## src/rtl/lsof_pkg.sv

```systemverilog
`default_nettype none
package lsof_pkg;

    localparam int ROOT_STEPS = 18;
    localparam int QDEPTH     = 2;
    localparam logic [16:0] FAR_MM = 17'd100000;

    localparam logic [2:0] CFG_MIN_HEIGHT  = 3'd0;
    localparam logic [2:0] CFG_MAX_HEIGHT  = 3'd1;
    localparam logic [2:0] CFG_MAX_RADIUS  = 3'd2;
    localparam logic [2:0] CFG_AMBIENT     = 3'd3;
    localparam logic [2:0] CFG_VEG_ENABLE  = 3'd4;
    localparam logic [2:0] CFG_VEG_THRESH  = 3'd5;
    localparam logic [2:0] CFG_SECTORS     = 3'd6;

    typedef struct packed {
        logic signed [17:0] min_height;
        logic signed [17:0] max_height;
        logic [16:0]        max_radius;
        logic               ambient_present;
        logic               veg_filter_enable;
        logic [15:0]        veg_threshold;
        logic [5:0]         sectors_in_use;
    } cfg_t;

    typedef struct packed {
        logic               keep;
        logic               eos;
        logic signed [17:0] x;
        logic signed [17:0] y;
        logic signed [17:0] z;
        logic [16:0]        rad;
        logic [15:0]        nir;
        logic [4:0]         sec;
        logic [5:0]         n;
    } q_item_t;

    function automatic logic [31:0] atan_turn(input logic [4:0] i);
        logic [31:0] v;
        begin
            case (i)
                5'd0:  v = 32'd536870912;
                5'd1:  v = 32'd316933406;
                5'd2:  v = 32'd167458907;
                5'd3:  v = 32'd85004756;
                5'd4:  v = 32'd42667331;
                5'd5:  v = 32'd21354465;
                5'd6:  v = 32'd10679838;
                5'd7:  v = 32'd5340245;
                5'd8:  v = 32'd2670163;
                5'd9:  v = 32'd1335087;
                5'd10: v = 32'd667544;
                5'd11: v = 32'd333772;
                5'd12: v = 32'd166886;
                5'd13: v = 32'd83443;
                5'd14: v = 32'd41722;
                5'd15: v = 32'd20861;
                5'd16: v = 32'd10430;
                5'd17: v = 32'd5215;
                5'd18: v = 32'd2608;
                5'd19: v = 32'd1304;
                5'd20: v = 32'd652;
                5'd21: v = 32'd326;
                5'd22: v = 32'd163;
                5'd23: v = 32'd81;
                default: v = 32'd0;
            endcase
            return v;
        end
    endfunction

endpackage
`default_nettype wire

```

## src/rtl/lsof_queue.sv

```systemverilog
`default_nettype none
module lsof_queue
    import lsof_pkg::*;
(
    input  wire logic    clk,
    input  wire logic    rst_n,
    input  wire logic    push,
    input  wire q_item_t push_item,
    output logic         full,
    input  wire logic    pop,
    output q_item_t      pop_item,
    output logic         empty
);

    localparam int PW = (QDEPTH > 1) ? $clog2(QDEPTH) : 1;

    q_item_t mem [QDEPTH];
    logic [PW-1:0] wr_ptr_reg, rd_ptr_reg;
    logic [PW:0]   count_reg;

    assign full     = (count_reg == (PW+1)'(QDEPTH));
    assign empty    = (count_reg == '0);
    assign pop_item = mem[rd_ptr_reg];

    always_ff @(posedge clk)
    begin
        if (push && !full)
        begin
            mem[wr_ptr_reg] <= push_item;
        end
    end

    always_ff @(posedge clk or negedge rst_n)
    begin
        if (!rst_n)
        begin
            wr_ptr_reg <= '0;
            rd_ptr_reg <= '0;
            count_reg  <= '0;
        end
        else
        begin
            if (push && !full)
            begin
                wr_ptr_reg <= (wr_ptr_reg == PW'(QDEPTH-1)) ? '0 : wr_ptr_reg + 1'b1;
            end
            if (pop && !empty)
            begin
                rd_ptr_reg <= (rd_ptr_reg == PW'(QDEPTH-1)) ? '0 : rd_ptr_reg + 1'b1;
            end
            count_reg <= count_reg + (PW+1)'(push && !full) - (PW+1)'(pop && !empty);
        end
    end

endmodule
`default_nettype wire

```

## src/rtl/lsof_front.sv

```systemverilog
`default_nettype none
module lsof_front
    import lsof_pkg::*;
#(
    parameter int MAX_SECTORS  = 16,
    parameter int CORDIC_STEPS = 16
)
(
    input  wire logic        clk,
    input  wire logic        rst_n,
    input  wire cfg_t        cfg,
    input  wire logic        in_valid,
    output logic             in_ready,
    input  wire logic [17:0] in_x,
    input  wire logic [17:0] in_y,
    input  wire logic [17:0] in_z,
    input  wire logic        in_ret,
    input  wire logic [15:0] in_amb,
    input  wire logic        in_eos,
    output logic             push,
    output q_item_t          push_item,
    input  wire logic        q_full
);

    localparam logic [2:0] F_IDLE = 3'd0;
    localparam logic [2:0] F_SQ   = 3'd1;
    localparam logic [2:0] F_CHK  = 3'd2;
    localparam logic [2:0] F_ROOT = 3'd3;
    localparam logic [2:0] F_ROT  = 3'd4;
    localparam logic [2:0] F_SEC  = 3'd5;
    localparam logic [2:0] F_PUSH = 3'd6;

    logic [2:0] state_reg, state_next;
    logic [4:0] cnt_reg;

    logic signed [17:0] x_reg, y_reg, z_reg;
    logic               ret_reg, eos_reg, keep_reg;
    logic [15:0]        nir_reg;
    logic [35:0]        xsq_reg, ysq_reg;
    logic [33:0]        rmax_reg;
    logic [35:0]        v_reg, r_reg, bit_reg;
    logic signed [33:0] cx_reg, cy_reg, a_reg;
    logic [1:0]         quad_reg;
    logic [4:0]         sec_reg;
    logic [5:0]         n_reg;

    logic signed [35:0] xsq_full, ysq_full;
    logic [35:0]        hsq;
    logic               drop;
    logic [5:0]         n_eff;
    logic signed [33:0] xe, ye, dx, dy;
    logic [35:0]        rb;
    logic [29:0]        a_clamp;
    logic [37:0]        prod;
    logic [5:0]         sec_raw;

    assign xsq_full = x_reg * x_reg;
    assign ysq_full = y_reg * y_reg;
    assign hsq      = xsq_reg + ysq_reg;
    assign xe       = 34'(x_reg);
    assign ye       = 34'(y_reg);
    assign dx       = cy_reg >>> cnt_reg;
    assign dy       = cx_reg >>> cnt_reg;
    assign rb       = r_reg + bit_reg;

    always_comb
    begin
        if (cfg.sectors_in_use == 6'd0)
            n_eff = 6'd1;
        else if (cfg.sectors_in_use > 6'(MAX_SECTORS))
            n_eff = 6'(MAX_SECTORS);
        else
            n_eff = cfg.sectors_in_use;
    end

    assign drop = !ret_reg || (x_reg == 0 && y_reg == 0 && z_reg == 0)
               || (z_reg < cfg.min_height) || (z_reg > cfg.max_height)
               || (hsq > {2'b00, rmax_reg})
               || (cfg.veg_filter_enable && cfg.ambient_present
                   && (nir_reg > cfg.veg_threshold));

    always_comb
    begin
        if (a_reg < 0)
            a_clamp = '0;
        else if (a_reg > 34'sd1073741823)
            a_clamp = '1;
        else
            a_clamp = a_reg[29:0];
    end

    assign prod    = {quad_reg, a_clamp} * n_reg;
    assign sec_raw = prod[37:32];

    assign in_ready = (state_reg == F_IDLE);
    assign push     = (state_reg == F_PUSH);

    always_comb
    begin
        push_item      = '0;
        push_item.keep = keep_reg;
        push_item.eos  = eos_reg;
        push_item.x    = x_reg;
        push_item.y    = y_reg;
        push_item.z    = z_reg;
        push_item.rad  = r_reg[16:0];
        push_item.nir  = nir_reg;
        push_item.sec  = sec_reg;
        push_item.n    = n_reg;
    end

    always_comb
    begin
        state_next = state_reg;
        case (state_reg)
            F_IDLE: if (in_valid) state_next = F_SQ;
            F_SQ:   state_next = F_CHK;
            F_CHK:
            begin
                if (drop)
                    state_next = eos_reg ? F_PUSH : F_IDLE;
                else
                    state_next = F_ROOT;
            end
            F_ROOT: if (cnt_reg == 5'(ROOT_STEPS-1)) state_next = F_ROT;
            F_ROT:  if (cnt_reg == 5'(CORDIC_STEPS-1)) state_next = F_SEC;
            F_SEC:  state_next = F_PUSH;
            F_PUSH: if (!q_full) state_next = F_IDLE;
            default: state_next = F_IDLE;
        endcase
    end

    always_ff @(posedge clk or negedge rst_n)
    begin
        if (!rst_n)
        begin
            state_reg <= F_IDLE;
            cnt_reg   <= '0;
        end
        else
        begin
            state_reg <= state_next;
            if (state_next != state_reg)
                cnt_reg <= '0;
            else
                cnt_reg <= cnt_reg + 1'b1;
        end
    end

    always_ff @(posedge clk)
    begin
        case (state_reg)
            F_IDLE:
            begin
                x_reg    <= in_x;
                y_reg    <= in_y;
                z_reg    <= in_z;
                ret_reg  <= in_ret;
                eos_reg  <= in_eos;
                nir_reg  <= cfg.ambient_present ? in_amb : 16'd0;
                keep_reg <= 1'b0;
            end
            F_SQ:
            begin
                xsq_reg  <= 36'(xsq_full);
                ysq_reg  <= 36'(ysq_full);
                rmax_reg <= cfg.max_radius * cfg.max_radius;
                n_reg    <= n_eff;
            end
            F_CHK:
            begin
                keep_reg <= !drop;
                v_reg    <= hsq;
                r_reg    <= '0;
                bit_reg  <= 36'h4_0000_0000;
                a_reg    <= '0;
                if (x_reg == 0 && y_reg == 0)
                begin
                    quad_reg <= 2'd0;
                    cx_reg   <= '0;
                    cy_reg   <= '0;
                end
                else if (x_reg > 0 && y_reg >= 0)
                begin
                    quad_reg <= 2'd0;
                    cx_reg   <= xe <<< 12;
                    cy_reg   <= ye <<< 12;
                end
                else if (x_reg <= 0 && y_reg > 0)
                begin
                    quad_reg <= 2'd1;
                    cx_reg   <= ye <<< 12;
                    cy_reg   <= (-xe) <<< 12;
                end
                else if (x_reg < 0 && y_reg <= 0)
                begin
                    quad_reg <= 2'd2;
                    cx_reg   <= (-xe) <<< 12;
                    cy_reg   <= (-ye) <<< 12;
                end
                else
                begin
                    quad_reg <= 2'd3;
                    cx_reg   <= (-ye) <<< 12;
                    cy_reg   <= xe <<< 12;
                end
            end
            F_ROOT:
            begin
                if (v_reg >= rb)
                begin
                    v_reg <= v_reg - rb;
                    r_reg <= (r_reg >> 1) + bit_reg;
                end
                else
                begin
                    r_reg <= r_reg >> 1;
                end
                bit_reg <= bit_reg >> 2;
            end
            F_ROT:
            begin
                if (cy_reg > 0)
                begin
                    cx_reg <= cx_reg + dx;
                    cy_reg <= cy_reg - dy;
                    a_reg  <= a_reg + $signed({2'b00, atan_turn(cnt_reg)});
                end
                else if (cy_reg < 0)
                begin
                    cx_reg <= cx_reg - dx;
                    cy_reg <= cy_reg + dy;
                    a_reg  <= a_reg - $signed({2'b00, atan_turn(cnt_reg)});
                end
            end
            F_SEC:
            begin
                sec_reg <= (sec_raw > n_reg - 1'b1) ? 5'(n_reg - 1'b1) : sec_raw[4:0];
            end
            default:
            begin
            end
        endcase
    end

endmodule
`default_nettype wire

```

## src/rtl/lsof_back.sv

```systemverilog
`default_nettype none
module lsof_back
    import lsof_pkg::*;
#(
    parameter int MAX_SECTORS = 16
)
(
    input  wire logic    clk,
    input  wire logic    rst_n,
    input  wire q_item_t pop_item,
    input  wire logic    q_empty,
    output logic         pop,
    output logic         out_valid,
    input  wire logic    out_ready,
    output logic         out_kind,
    output logic [109:0] out_data,
    output logic         out_last
);

    localparam int SEC_W = (MAX_SECTORS > 1) ? $clog2(MAX_SECTORS) : 1;

    localparam logic [1:0] B_IDLE  = 2'd0;
    localparam logic [1:0] B_POINT = 2'd1;
    localparam logic [1:0] B_SUM   = 2'd2;
    localparam logic [1:0] B_CLR   = 2'd3;

    logic [1:0] state_reg;
    q_item_t    item_reg;
    logic [5:0] s_reg;
    logic [16:0] nearest_reg [MAX_SECTORS];
    logic [MAX_SECTORS-1:0] hit_reg;
    logic       valid_reg;
    logic       kind_reg, last_reg;
    logic [109:0] data_reg;

    logic         out_free;
    logic [SEC_W-1:0] idx;
    logic [16:0]  near_rd;

    assign out_free  = !valid_reg || out_ready;
    assign pop       = (state_reg == B_IDLE) && !q_empty;
    assign idx       = (state_reg == B_SUM) ? s_reg[SEC_W-1:0] : item_reg.sec[SEC_W-1:0];
    assign near_rd   = nearest_reg[idx];
    assign out_valid = valid_reg;
    assign out_kind  = kind_reg;
    assign out_data  = data_reg;
    assign out_last  = last_reg;

    always_ff @(posedge clk)
    begin
        if (state_reg == B_IDLE && !q_empty)
            item_reg <= pop_item;
        if (out_free && state_reg == B_POINT)
        begin
            kind_reg <= 1'b0;
            last_reg <= !item_reg.eos;
            data_reg <= {1'b0, 17'd0, item_reg.sec, item_reg.nir, item_reg.rad,
                         item_reg.z, item_reg.y, item_reg.x};
        end
        else if (out_free && state_reg == B_SUM)
        begin
            kind_reg <= 1'b1;
            last_reg <= (s_reg == item_reg.n - 1'b1);
            data_reg <= {hit_reg[idx], near_rd, s_reg[4:0], 87'd0};
        end
    end

    always_ff @(posedge clk or negedge rst_n)
    begin
        if (!rst_n)
        begin
            state_reg <= B_IDLE;
            s_reg     <= '0;
            valid_reg <= 1'b0;
            hit_reg   <= '0;
            for (int i = 0; i < MAX_SECTORS; i++)
                nearest_reg[i] <= FAR_MM;
        end
        else
        begin
            if (out_free && (state_reg == B_POINT || state_reg == B_SUM))
                valid_reg <= 1'b1;
            else if (out_ready)
                valid_reg <= 1'b0;

            case (state_reg)
                B_IDLE:
                begin
                    s_reg <= '0;
                    if (!q_empty)
                        state_reg <= pop_item.keep ? B_POINT : B_SUM;
                end
                B_POINT:
                begin
                    if (out_free)
                    begin
                        if (item_reg.rad < near_rd)
                        begin
                            nearest_reg[idx] <= item_reg.rad;
                            hit_reg[idx]     <= 1'b1;
                        end
                        state_reg <= item_reg.eos ? B_SUM : B_IDLE;
                    end
                end
                B_SUM:
                begin
                    if (out_free)
                    begin
                        if (s_reg == item_reg.n - 1'b1)
                            state_reg <= B_CLR;
                        else
                            s_reg <= s_reg + 1'b1;
                    end
                end
                B_CLR:
                begin
                    hit_reg <= '0;
                    for (int i = 0; i < MAX_SECTORS; i++)
                        nearest_reg[i] <= FAR_MM;
                    state_reg <= B_IDLE;
                end
                default: state_reg <= B_IDLE;
            endcase
        end
    end

endmodule
`default_nettype wire

```

## src/rtl/lidar_sector_obstacle_filter.sv

```systemverilog
// channel  | handshake                      | payload (low bit first)
// ---------+--------------------------------+------------------------------------------
// points   | s_axis_tvalid / s_axis_tready  | tdata: coord_x, coord_y, coord_z, ambient
//          |                                | tuser: has_return, tlast: end_of_scan
// results  | m_axis_tvalid / m_axis_tready  | tdata: out_x .. sector_hit, tuser: kind
// config   | cfg_we                         | cfg_index, cfg_data
//
// A kept point runs in the front end through squares, checks, an 18-step square root and
// the CORDIC loop, one step a cycle in turn; a dropped point leaves after the checks,
// through the push state only when it ends a scan.
// A two-word queue parts the front end from the sector table and output register; a point
// word passes idle and point states; summaries one word a cycle unless stalled, then a clear.
// Reset clears the sector table at once and loads the register defaults.
// Either side may stall; the output register holds its word until taken.
`default_nettype none
module lidar_sector_obstacle_filter
    import lsof_pkg::*;
#(
    parameter int MAX_SECTORS  = 16,
    parameter int CORDIC_STEPS = 16
)
(
    input  wire logic         clk,
    input  wire logic         rst_n,
    input  wire logic         s_axis_tvalid,
    output logic              s_axis_tready,
    input  wire logic [71:0]  s_axis_tdata,  // coord_x, coord_y, coord_z, ambient, pad
    input  wire logic         s_axis_tuser,  // has_return
    input  wire logic         s_axis_tlast,
    output logic              m_axis_tvalid,
    input  wire logic         m_axis_tready,
    // out_x, out_y, out_z, radius, nearir, sector_number, sector_nearest, sector_hit, pad
    output logic [111:0]      m_axis_tdata,
    output logic              m_axis_tuser,  // kind
    output logic              m_axis_tlast,
    input  wire logic         cfg_we,
    input  wire logic [2:0]   cfg_index,
    input  wire logic [17:0]  cfg_data
);

    cfg_t    cfg_reg;
    q_item_t push_item, pop_item;
    logic    push, pop, q_full, q_empty;
    logic [109:0] out_data;

    always_ff @(posedge clk or negedge rst_n)
    begin
        if (!rst_n)
        begin
            cfg_reg.min_height        <= -18'sd500;
            cfg_reg.max_height        <= 18'sd2000;
            cfg_reg.max_radius        <= 17'd10000;
            cfg_reg.ambient_present   <= 1'b0;
            cfg_reg.veg_filter_enable <= 1'b0;
            cfg_reg.veg_threshold     <= 16'hFFFF;
            cfg_reg.sectors_in_use    <= 6'd16;
        end
        else if (cfg_we)
        begin
            case (cfg_index)
                CFG_MIN_HEIGHT: cfg_reg.min_height        <= cfg_data;
                CFG_MAX_HEIGHT: cfg_reg.max_height        <= cfg_data;
                CFG_MAX_RADIUS: cfg_reg.max_radius        <= cfg_data[16:0];
                CFG_AMBIENT:    cfg_reg.ambient_present   <= cfg_data[0];
                CFG_VEG_ENABLE: cfg_reg.veg_filter_enable <= cfg_data[0];
                CFG_VEG_THRESH: cfg_reg.veg_threshold     <= cfg_data[15:0];
                CFG_SECTORS:    cfg_reg.sectors_in_use    <= cfg_data[5:0];
                default:
                begin
                end
            endcase
        end
    end

    lsof_front #(
        .MAX_SECTORS  (MAX_SECTORS),
        .CORDIC_STEPS (CORDIC_STEPS)
    ) u_front (
        .clk       (clk),
        .rst_n     (rst_n),
        .cfg       (cfg_reg),
        .in_valid  (s_axis_tvalid),
        .in_ready  (s_axis_tready),
        .in_x      (s_axis_tdata[17:0]),
        .in_y      (s_axis_tdata[35:18]),
        .in_z      (s_axis_tdata[53:36]),
        .in_ret    (s_axis_tuser),
        .in_amb    (s_axis_tdata[69:54]),
        .in_eos    (s_axis_tlast),
        .push      (push),
        .push_item (push_item),
        .q_full    (q_full)
    );

    lsof_queue u_queue (
        .clk       (clk),
        .rst_n     (rst_n),
        .push      (push),
        .push_item (push_item),
        .full      (q_full),
        .pop       (pop),
        .pop_item  (pop_item),
        .empty     (q_empty)
    );

    lsof_back #(
        .MAX_SECTORS (MAX_SECTORS)
    ) u_back (
        .clk       (clk),
        .rst_n     (rst_n),
        .pop_item  (pop_item),
        .q_empty   (q_empty),
        .pop       (pop),
        .out_valid (m_axis_tvalid),
        .out_ready (m_axis_tready),
        .out_kind  (m_axis_tuser),
        .out_data  (out_data),
        .out_last  (m_axis_tlast)
    );

    assign m_axis_tdata = {2'b00, out_data};

endmodule
`default_nettype wire
```

## config.mk

```make
export PLATFORM = sky130hd
export DESIGN_NAME = lidar_sector_obstacle_filter
export DESIGN_NICKNAME = d
export VERILOG_FILES = /design/src/rtl/lsof_pkg.sv /design/src/rtl/lsof_queue.sv /design/src/rtl/lsof_front.sv /design/src/rtl/lsof_back.sv /design/src/rtl/lidar_sector_obstacle_filter.sv
export SDC_FILE = /design/constraint.sdc
export NUM_CORES = 2
export LEC_CHECK = 0
export BUFFER_PORTS_ARGS = -buffer_cell sky130_fd_sc_hd__buf_2
export CAP_MARGIN = 20
export CELL_PAD_IN_SITES_DETAIL_PLACEMENT = 0
export CELL_PAD_IN_SITES_GLOBAL_PLACEMENT = 1
export CORE_MARGIN = 2
export CORE_UTILIZATION = 28
export DETAILED_ROUTE_END_ITERATION = 7
export PLACE_DENSITY_LB_ADDON = 0.2
export SETUP_SLACK_MARGIN = 0.15
export SLEW_MARGIN = 10
export SYNTH_ARGS = -nofsm -noshare
export SYNTH_HDL_FRONTEND = slang
export SYNTH_SLANG_ARGS = --single-unit
```

## constraint.sdc

```tcl
create_clock -name clk -period 11.3 [get_ports clk]
set_clock_uncertainty 0.2 [all_clocks]
set_input_delay 2.26 -clock clk [delete_from_list [all_inputs] [get_ports clk]]
set_output_delay 2.26 -clock clk [all_outputs]
set_load 0.005 [all_outputs]
```

# Yosys cells after proc, flatten, opt, wreduce, memory -nomap -nowiden
# Memories as Yosys holds them, arrays and structs flattened.
# Cells that the tools add are included.
# totals
reg_bits,999
ram_bits,200
rom_bits,1920
in_bits,100
mem_count,3
# op_classes
add_sub_neg,20
n_mul,4
magnitude_cmp,22
eq_ne,28
shift,2
muxes,79
bitwise,2
n_reduce_logical,58
# mem_list
memory,depth,word_bits,rd,rd_ports_with_merged_regs,wr,line_no,source
(name not given),32,30,1,0,0,lsof_pkg.sv:41,case (i)
(name not given),32,30,1,0,0,lsof_pkg.sv:41,
u_queue.mem,2,100,1,0,1,lsof_queue.sv:17,q_item_t mem [QDEPTH];
# ops
op,count
272-bit two-way mux,2
272-bit one-hot mux with 2 select lines,1
34-bit two-way mux,14
272-bit bitwise mux,1
36-bit one-hot mux with 2 select lines,3
34-bit one-hot mux with 2 select lines,3
92-bit two-way mux,2
32-bit two-way mux,5
32-bit zero test,3
36-bit adder,2
18-bit by 18-bit multiplier with 36-bit output,2
36-bit two-way mux,2
34-bit adder,2
17-bit binary-select mux with 4-bit select,1
17-bit demux with 4-bit select,1
"34-bit by 1-bit < comparator with 1-bit output, second input constant",2
34-bit by 5-bit >>> shifter with 34-bit output,2
34-bit subtractor,2
30-bit two-way mux,2
17-bit two-way mux,3
18-bit negation with 22-bit output,2
32-bit by 6-bit multiplier with 38-bit output,1
35-bit by 36-bit adder with 36-bit output,1
36-bit greater-or-equal comparator,1
other kinds (67),155

# Depth between registers and ports, before layout
# logic_depth
word_depth,12
depth_mapped,32
ltp_nobuf,31

# Cells and area by module
# Synthesis repeated with hierarchy kept, for this count alone.
# unflattened
cells_unflattened,10389
hier_area_um2,106747.4
# by_module_without_submodules
module,instances,cells_per_inst,area_per_inst_um2,seq_area_each_um2
lsof_front,1,7600,69314.0,11641.2
lsof_back,1,2287,26559.2,13698.1
lsof_queue,1,331,7871.3,6105.9
lidar_sector_obstacle_filter,1,171,3002.9,1975.6

# Worst setup path after synthesis
# OpenSTA, ideal clock, no wires.
# synth_path
path_type,flip-flop to flip-flop
startpoint,reg u_front.cnt_reg[2] (netlist name)
endpoint,reg u_front.a_reg[0] (enable)
setup_time_ps,703
t_arrival_ps,8896
required_time_ps,10397
setup_slack_ps,1500
stages_incl_launch_ff,9
synth_period_minus_slack_ps,9800
cell_sequence,dfrtp_1 > buf_2 > buf_2 > nor3_1 > clkbuf_1 > buf_4 > nand2_1 > and3_1 > o21ai_0
# synth_rtl
element,line_no,source
end signal: assignment,lsof_front.sv:227,"a_reg <= a_reg + $signed({2'b00, atan_turn(cnt_reg)});"
end signal: assignment,lsof_front.sv:233,"a_reg <= a_reg - $signed({2'b00, atan_turn(cnt_reg)});"
end: declaration,lsof_front.sv:42,"logic signed [33:0] cx_reg, cy_reg, a_reg;"

# Worst setup path in the final report
# layout_path
startpoint,reg u_front.y_reg[17]
endpoint,reg u_front.ysq_reg[34] (data pin)
# layout_between
elab_chain_cells,1
# layout_rtl
element,line_no,source
start: declaration,lsof_front.sv:36,"logic signed [17:0] x_reg, y_reg, z_reg;"
start signal: assignment,lsof_front.sv:156,y_reg <= in_y;
18-bit by 18-bit multiplier with 36-bit output,lsof_front.sv:58,assign ysq_full = y_reg * y_reg;
net u_front.ysq_full[34],lsof_front.sv:47,"logic signed [35:0] xsq_full, ysq_full;"
end signal: assignment,lsof_front.sv:166,ysq_reg <= 36'(ysq_full);
end: declaration,lsof_front.sv:39,"logic [35:0] xsq_reg, ysq_reg;"
# The timed path passes the listed nets, and every way through them passes these cells.
# A chain may end at the register's enable or synchronous reset.

==> impl_metrics.yaml <==
outcome:
  status: "complete, no violations"
placed_design:
  placed_area_um2: 107000
  place.detailed.hpwl_um: 242000
  place.gp.congestion: 0.876
  port-buffer-count: 211
grt:
  grt_max_degree: 157
  grt.total_usage_pct: 17.5
  grt_pass1_vias: 75300
  antenna_found_initial: 27
  grt_overflow: 0
  grt_pass1_wl_um: 486000
die:
  rows: 220
  die_h_um: 604
  core_um2: 359000
  initial_core_util_pct: 28.1
  io_pins: 216
  dieArea_um2: 365000
  fp.dieW_um: 604
clock_tree:
  cts_tree: "yes"
  ctsResizeCount: 0
  cts_sinks: 1178
  htreeDepth: 4
  cts_made_buffers: 149
  clock_latency_ps: 850
  cts-root-buf: "clkbuf_16"
  clkTransAtPathRegs_ps: 60
  clock_path_buffers: 4
  postCtsSetupRepairBufs: 0
  holdBufCountCts: 0
worst_setup_path:
  start_kind: "flop"
  cp.arrival_ps: 9150
  critical_path.max_fanout: 34
  end_kind: "flop"
  r2r_setup_slack_ps: 2470
  crit_type: "reg2reg"
  critPathRequiredTime_ps: 11630
routing:
  drt-vias-per-instance: 4.87
  route.antenna.remaining_nets: 0
  wire_per_inst_um: 21.5
  firstDrtPassIters: 6
  drcViolationCount: 0
  drt-initial-drc-count: 4950
  wl_um: 318000
  vias: 72000
synth:
  avgSynthCellArea_um2: 10.3
  ys_seq_area_share_pct: 33.2
  synth_cell_type_count: 116
  synth_warnings: 0
  syn_area_um2: 101000
  ys_ff_latch: 1178
  synthArstFlopShare_pct: 32.8
  synthCells: 9790
  synth-edff-count: 773
  synth-main-ff-cell: "edfxtp_1"
timing:
  setup_viol: 0
  fin_crit_ps: 8830
  tns_ps: 0
  rsz0062_at_grt: "false"
  worstMarginPinSlew_ps: 1140
  max_freq_mhz: 113
  slew_viol_final: 0
  max-slew-margin-rel_pct: 24.3
  min_period_over_period_pct: 78.1
  hold_viol_final: 0
layout:
  layout_commonest_cell: "inv_1"
  largest_reg_flops: 272
  stdcell_area_um2: 112000
  final_cell_mix: "inv_1 (1,342), fa_1 (912), nand2_1 (854)"
  fillCellCount: 36900
  syn_to_final_growth_pct: 11.5
  fin_nets: 11600
  drive_gt1_share_pct: 11.0
job:
  maxCapViolCount: 0
hold_path:
  hold_class: "reg2reg"
-- worst paths after layout --
path                                    startpoint                      end  cells past startpoint
worst min-delay path            u_front.sec_reg[0]        u_queue.mem[1][6]                      0
min in group asynchronous                    rst_n  u_back.nearest_reg[155]                      1
max in group asynchronous                    rst_n       u_front.cnt_reg[2]                      2
worst max-delay path             u_front.y_reg[17]      u_front.ysq_reg[34]                     23
worst min register to register  u_front.sec_reg[0]        u_queue.mem[1][6]                      0
worst max register to register   u_front.y_reg[17]      u_front.ysq_reg[34]                     23
-- cell families after synthesis --
group	after synthesis	synth area share [%]
buffers and inverters	1774	6.85
other	1	0.00372
DFF	1178	33.2
muxes	369	5.71
AOI/OAI and AO/OA	1832	11.4
adders and majority gates	1612	26.8
xor gates and xnor gates	452	3.93
and+or+nand+nor	2572	12.1
-- cell type report --
class / count / area [um2] / share of cell area, %
Multi-Input combinational cell: 6840 / 60600 / 54.0
Clock inverter: 79 / 846 / 0.753
Sequential cell: 1178 / 33400 / 29.8
Timing Repair Buffer: 363 / 2260 / 2.01
Antenna cell: 16 / 40.0 / 0.0357
Clock buffer: 180 / 4000 / 3.56
Tap cell: 4773 / 5970 / 5.32
Inverter: 1361 / 5110 / 4.55
-- Yosys cell counts (71+ instances only) --
library cell	number	area (um2)
nor3_1	146	731
a21o_1	173	1300
nand2b_1	82	513
clkbuf_1	332	1250
dfrtp_1	251	6280
o21a_1	82	616
edfxtp_1	773	23200
xor2_1	168	1470
mux4_2	110	2480
and2_1	307	1920
dfstp_2	135	3550
a31oi_1	71	444
mux2_2	169	1900
nor2b_1	71	444
fa_1	912	18300
xnor2_1	284	2490
nor2_1	665	2500
inv_1	1343	5040
ha_1	699	8750
o21ai_0	531	2660
a21oi_1	476	2380
and3_1	143	895
nand2_1	855	3210
nand3_1	90	450
-- critical path, cell delays in order (launching register included) --
cell,delay [ps]
edfxtp_1,330
buf_4,400
inv_1,460
nor2_1,470
fa_1,530
fa_1,520
fa_1,410
fa_1,550
inv_1,60
fa_1,560
inv_1,60
fa_1,420
ha_1,410
a21o_1,190
a21o_1,170
a221o_1,360
or3_1,310
o22a_1,220
a41o_1,290
o41a_1,350
and4_1,220
a2111oi_0,690
a21oi_1,170
xor2_1,200
-- stage by stage --
step | hold WS (ps) | instances | utilization [%] | setup WS [ps]
floorplan | 221 | 9792 | - | 1500
global placement | 224 | 14500 | 29.9 | 2440
detailed placement | 231 | 14500 | 29.9 | 2420
CTS | 244 | 14800 | 31.3 | 2400
global route | 255 | 14800 | 31.3 | 2070
finish | 246 | 14800 | 31.3 | 2470
-- routing by layer --
| metal | share of wire (%) | up-vias | wire [um] | GRT usage (%) |
|---|---|---|---|---|
| met1 | 45 | 36600 | 143000 | 23.7 |
| met5 | 0.013 | - | 42 | 0 |
| met4 | 3.1 | 6 | 9920 | 5.08 |
| met3 | 3.9 | 388 | 12300 | 1.66 |
| li1 | - | 33500 | - | - |
| met2 | 48 | 1516 | 153000 | 29.5 |
Power is not shown: default switching activity piles up to over one toggle a cycle in this logic, so the estimate is an artifact.
